`src/rtl/ffcsa_pkg.sv`:
```
`timescale 1ns / 1ps

package ffcsa_pkg;

   localparam int PATH_W  = 32;
   localparam int COUNT_W = 8;
   localparam int CORE_W  = 3;
   localparam int START_W = 7;

   localparam logic KIND_ALLOC   = 1'b0;
   localparam logic KIND_RELEASE = 1'b1;

   typedef struct packed {
      logic               kind;
      logic [PATH_W-1:0]  path_links;
      logic [COUNT_W-1:0] slot_count;
      logic [CORE_W-1:0]  release_core;
      logic [START_W-1:0] release_start;
   } req_type;

   typedef struct packed {
      logic               granted;
      logic [CORE_W-1:0]  core_used;
      logic [START_W-1:0] first_slot;
      logic [START_W-1:0] last_slot;
   } rsp_type;

   typedef enum logic [3:0] {
      ST_CLEAR,
      ST_IDLE,
      ST_CHECK,
      ST_SCAN,
      ST_SCAN_END,
      ST_WIN_LOAD,
      ST_WIN_SHIFT,
      ST_FIND,
      ST_MASK,
      ST_WRITE,
      ST_WRITE_END,
      ST_RESULT
   } state_type;

   typedef struct packed {
      logic accept;
      logic clear_step;
      logic scan_issue;
      logic write_issue;
      logic win_load;
      logic win_shift;
      logic core_next;
      logic found_load;
      logic mask_load;
      logic rsp_load;
   } cmd_type;

   typedef struct packed {
      logic clear_last;
      logic req_ok;
      logic is_release;
      logic link_last;
      logic steps_zero;
      logic win_any;
      logic core_last;
      logic rsp_full;
   } sts_type;

endpackage

```
`src/rtl/ffcsa_ctrl.sv`:
```
`timescale 1ns / 1ps

module ffcsa_ctrl import ffcsa_pkg::*; (
   input  logic    clock,
   input  logic    reset,
   input  logic    req_valid,
   output logic    req_ready,
   input  sts_type sts,
   output cmd_type cmd
);

   state_type state_ff;
   state_type state_in;

   always_ff @(posedge clock) begin
      if (reset) begin
         state_ff <= ST_CLEAR;
      end else begin
         state_ff <= state_in;
      end
   end

   always_comb begin
      state_in = state_ff;
      case (state_ff)
         ST_CLEAR: begin
            if (sts.clear_last) state_in = ST_IDLE;
         end
         ST_IDLE: begin
            if (req_valid) state_in = ST_CHECK;
         end
         ST_CHECK: begin
            if (!sts.req_ok) state_in = ST_RESULT;
            else if (sts.is_release) state_in = ST_MASK;
            else state_in = ST_SCAN;
         end
         ST_SCAN: begin
            if (sts.link_last) state_in = ST_SCAN_END;
         end
         ST_SCAN_END:  state_in = ST_WIN_LOAD;
         ST_WIN_LOAD:  state_in = ST_WIN_SHIFT;
         ST_WIN_SHIFT: begin
            if (sts.steps_zero) state_in = ST_FIND;
         end
         ST_FIND: begin
            if (sts.win_any) state_in = ST_MASK;
            else if (sts.core_last) state_in = ST_RESULT;
            else state_in = ST_SCAN;
         end
         ST_MASK: state_in = ST_WRITE;
         ST_WRITE: begin
            if (sts.link_last) state_in = ST_WRITE_END;
         end
         ST_WRITE_END: state_in = ST_RESULT;
         ST_RESULT: begin
            if (!sts.rsp_full) state_in = ST_IDLE;
         end
         default: state_in = ST_CLEAR;
      endcase
   end

   always_comb begin
      cmd       = '0;
      req_ready = 1'b0;
      case (state_ff)
         ST_CLEAR: cmd.clear_step = 1'b1;
         ST_IDLE: begin
            req_ready  = 1'b1;
            cmd.accept = req_valid;
         end
         ST_SCAN:      cmd.scan_issue = 1'b1;
         ST_WIN_LOAD:  cmd.win_load = 1'b1;
         ST_WIN_SHIFT: cmd.win_shift = !sts.steps_zero;
         ST_FIND: begin
            cmd.found_load = sts.win_any;
            cmd.core_next  = !sts.win_any && !sts.core_last;
         end
         ST_MASK:   cmd.mask_load = 1'b1;
         ST_WRITE:  cmd.write_issue = 1'b1;
         ST_RESULT: cmd.rsp_load = !sts.rsp_full;
         default: begin
            cmd       = '0;
            req_ready = 1'b0;
         end
      endcase
   end

endmodule

```
`config.mk`:
```
export PLATFORM = sky130hd
export DESIGN_NAME = ffcsa_ctrl
export DESIGN_NICKNAME = d
export VERILOG_FILES = /design/src/rtl/ffcsa_pkg.sv /design/src/rtl/ffcsa_ctrl.sv
export SDC_FILE = /design/constraint.sdc
export NUM_CORES = 1
export LEC_CHECK = 0
export ABC_CLOCK_PERIOD_IN_PS = 2000
export BUFFER_PORTS_ARGS = -buffer_cell sky130_fd_sc_hd__buf_4
export CORE_AREA = 5 5 42 44
export CTS_BUF_LIST = sky130_fd_sc_hd__clkbuf_8
export DETAILED_ROUTE_END_ITERATION = 8
export DIE_AREA = 0 0 47 49
export PLACE_DENSITY_LB_ADDON = 0.12
export SLEW_MARGIN = 20
export SYNTH_ARGS = -nofsm -noshare
export SYNTH_HDL_FRONTEND = slang
export SYNTH_SLANG_ARGS = --single-unit
```
`constraint.sdc`:
```
create_clock -name clock -period 2 [get_ports clock]
set_input_delay 0.2 -clock clock [delete_from_list [all_inputs] [get_ports clock]]
set_output_delay 0.2 -clock clock [all_outputs]
set_load 0.01 [all_outputs]
```
# --- Yosys cells after proc, flatten, opt, wreduce, memory -nomap -nowiden ---
# Cells that the tools add are included.
totals:
  elab_cells: 46
  inputBits: 11
  output_inout_bits: 11
  ff_bits: 4
op_classes:
  muxes: 21
  n_eq_ne: 17
  reduce_logical: 7
ops:
  columns: ["cell", "n"]
  rows:
  - ["$pmux W4 S12", 1]
  - ["$mux W4", 10]
  - ["$eq A4 B3 Y1 const B", 4]
  - ["$eq A4 B4 Y1 const B", 4]
  - ["$ne A2 B2 Y1 const B", 6]
  - ["$mux W1", 9]
  - ["$eq A4 B2 Y1 const B", 2]
  - ["$reduce_and A6 Y1", 1]
  - ["$eq A4 B1 Y1 const B", 1]
  - ["$logic_not A1 Y1", 4]
  - ["$logic_not A4 Y1", 1]
  - ["$mux W2", 1]
  - ["$logic_and A1 B1 Y1", 1]

# --- Depth between registers and ports, before layout ---
logic_depth:
  ltp_word: 3
  ltp_mapped: 5
  ltp_nobuf: 4

# --- Least setup slack after synthesis ---
# No wires, ideal clock.
synth_path:
  kind: "register to register"
  startpoint: "register state_ff[3]"
  endpoint: "register state_ff[0]"
  required_ns: 1.879
  stages_incl_launch_ff: 5
  arrival_ns: 1.429
  synth_period_minus_slack_ns: 1.551
  slack_ns: 0.449
  cell_sequence: "dfxtp_1 > or3_1 > a211o_1 > and3_4 > mux2_4"
synth_via:
  elab_chain_cells: 3
  word_cells_on_any_way: 20
synth_lines:
  columns: ["item", "line", "source"]
  rows:
  - ["start: declaration", "ffcsa_ctrl.sv:12", "state_type state_ff;"]
  - ["start signal: assignment", "ffcsa_ctrl.sv:19", "state_ff <= state_in;"]
  - ["$eq A4 B2 Y1 (tied with other cells)", "ffcsa_ctrl.sv:25", "case (state_ff)"]
  - ["$ne A2 B2 Y1 (no line)", null, null]
  - ["$reduce_and A6 Y1 (no line)", null, null]
# Several ways; a longest one is shown, not always the timed one.
# A chain may end at the register's enable or synchronous reset.

==> run metrics <==
status finished clean; vias in the first global route roughly 530; die width roughly 47 um; Largest register FFs 4; # rows 14; postcts setup bufs 0; Buf+Inv Stages, Crit Path 2; post-route setup TNS 0 ns; cts hold-fix bufs 0; sequential share of the synthesized area a little under a fifth; Num CTS Buffers 3; Critical Path RT between 1.5 and 2 ns; global placement routability congestion 0.8173; Top Registers state_ff: 4 flops; CP Capture Type primary output; hpwl dp about 1000 um; # setup viols final 0; crit path from state_ff[3]$_SDFFE_PP0P_; Post-DRT Antenna Nets 0; clock sink count 4; CTS tree built; IO buf count 21; Crit Reg-Reg Startpoint state_ff[1]$_SDFFE_PP0P_; DRT Pass-1 Iters 4; number of max-cap violations 0; Ys Warns 0; RR Endpoint state_ff[0]$_SDFFE_PP0P_; RSZ-0062 raised after global routing no; worst-case reg-to-reg path depth 4; DR vias 533; Yosys reg bits 4; CTS clk-pin slew, worst paths about 0.03 ns; synthesized cell area 441.7 um2; GRT Resource Usage Total 12.60%; Max IR drop VDD 448.6 uV; Final Skew 0.001499 ns; met2 usage in global routing 19.00%; Worst path max stage delay 0.35 ns; Final nets just under 100; vias per cell 5.330; WL per Instance 13.16 um; Area Growth Syn to Fin 47.31%; CP Depth 5; Yosys top cell by area dfxtp_1; crit-path cells buf_4 -> nand2b_1 -> or2_2 -> nor3_1 -> buf_4; GRT overflow 0; Post-synth EDFFs 0; CP Max Fanout 16; end point of the critical path cmd[3]; post-synthesis net count 74; H-tree levels 1; layout cells sized above 1 35.71%; total wire length 1316 um; clk_lat worst skew between 0.2 and 0.25 ns; root buffer cell clkbuf_8; final core utilization 46.43%; pwr/cell area 1213 mW/mm2; ranking of synthesized cells by area dfxtp_1 (18%), nor3_1 (6.8%), nor3b_1 (6.8%), nor2_1 (5.9%), nand2b_1 (4.2%); Boundary Pins 22; largest net degree at the start of global routing 17; Final Max Slew Viols 0; Setup CP Type reg -> out; synthesized area per cell 7.011 um2; R2R Setup Slk ~0.27 ns; ant diodes 0; worst-case clock buffer depth 2; Primary FF master, synth dfxtp_1; CP delay by family, top simple AND/OR/NAND/NOR gates; worst slew pin tran 0.4504 ns; Tcrit/Tclk final 86.94%; die area 0.002303 mm2; crit-path most repeated cell buf_4; GR peak layer met2; leakage about 0.0003 uW; antenna violations before repair 0; count leader, synth nor2_1; startpoint types register; Final Hold Violating Endpoints 0; Async SR Flop Fraction 0%; Fillers 170; Commonest cells post-synth nor2_1 (7), nor3_1 (6), dfxtp_1 (4), nor3b_1 (4); count of different cell masters after synthesis 33; Crit-path slowest cell or2_2; routing usage on met3 approximately 1.1%; Crit path arrival time 1.54 ns; Max Freq 575.1 MHz; Slew headroom 69.20%; grt met1 use 16.67%; cells after synthesis between 60 and 70; share of the synthesized area in the top cell type a little under a fifth; post-layout minimum cycle time approximately 1.7 ns; 1st-iter DRT viols 11; first-pass GRT wire length 2201 um; DRC 0; core area 0.001401 mm2; initial core utilization 31.52%; Largest Register state_ff; Die Span Y 49 um; Tightest Hold Check Type in -> reg
==> where the power goes <==
part | internal (uW) | switching [uW]
sequential | 110 | 54.9
clock | 128 | 38.6
combinational | 240 | 218
total | 478 | 311
==> placed cells by master, fill, tap and decap left out, types with 2 or more instances in the layout <==
cell / synthesis / routed
a31oi_1: 2 / 2
and2_1: 2 / 2
nor2_1: 7 / 7
nor3_1: 6 / 6
buf_4: 0 / 22
or2_2: 2 / 2
nand2_1: 3 / 3
nand2b_1: 3 / 3
o21ai_0: 2 / 2
nor3b_1: 4 / 4
inv_1: 3 / 3
a21oi_1: 2 / 2
clkbuf_8: 0 / 3
dfxtp_1: 4 / 3
==> layout make-up <==
cell class | count | area [um2] | area share (%)
Multi-Input combinational cell | 52 | 331.6 | 50.96
Timing Repair Buffer | 22 | 165.2 | 25.38
Sequential cell | 4 | 81.33 | 12.50
Clock buffer | 3 | 41.29 | 6.346
Tap cell | 16 | 20.02 | 3.077
Inverter | 3 | 11.26 | 1.731
==> metal layers <==
metal	part of all wire (%)	wire, um	up-vias
met3	8.4	111	0
li1	-	-	274
met4	0	0	0
met1	42	549	235
met5	0	0	-
met2	50	655	24
==> timing repair <==
item,4_1_cts,5_1_grt
hold endpoints to repair,0,0
endpoints found under the setup margin,0,1
gates resized for setup,0,1
==> stage by stage <==
step,hold slack (ns),setup WS [ns],total power (uW),instance area (um2),std cells
after global routing,0.1956,0.09164,859.9,650.6,100
final,0.1877,0.2612,789.4,650.6,100
after global placement,0.4027,0.3150,625.4,608.1,97
after detailed placement,0.4063,0.2855,624.3,608.1,97
after floorplan,0.2728,0.4495,468.6,441.7,63
after CTS,0.1821,0.1778,796.8,649.4,100
==> worst min path at each step <==
stage,start,to,slack [ns],cells past startpoint
4_1_cts,reset,state_ff[3]$_SDFFE_PP0P_,0.18,2
2_1_floorplan,reset,state_ff[3]$_SDFFE_PP0P_,0.27,1
5_1_grt,reset,state_ff[3]$_SDFFE_PP0P_,0.20,2
6_report,reset,state_ff[3]$_SDFFE_PP0P_,0.19,2
3_5_place_dp,reset,state_ff[3]$_SDFFE_PP0P_,0.41,2
3_3_place_gp,reset,state_ff[3]$_SDFFE_PP0P_,0.40,2
==> logic make-up (layout without fill, tap and decap cells) <==
| group | count (synthesis) | after routing | synth area share (%) |
|---|---|---|---|
| mux | 1 | 1 | 3.398 |
| buf+inv | 7 | 28 | 6.797 |
| compound gates | 15 | 15 | 24.65 |
| simple gates | 35 | 35 | 45.05 |
| xor+xnor | 1 | 1 | 1.983 |
| flops | 4 | 4 | 18.13 |
Note: power is estimated with default switching activity, not from simulation.
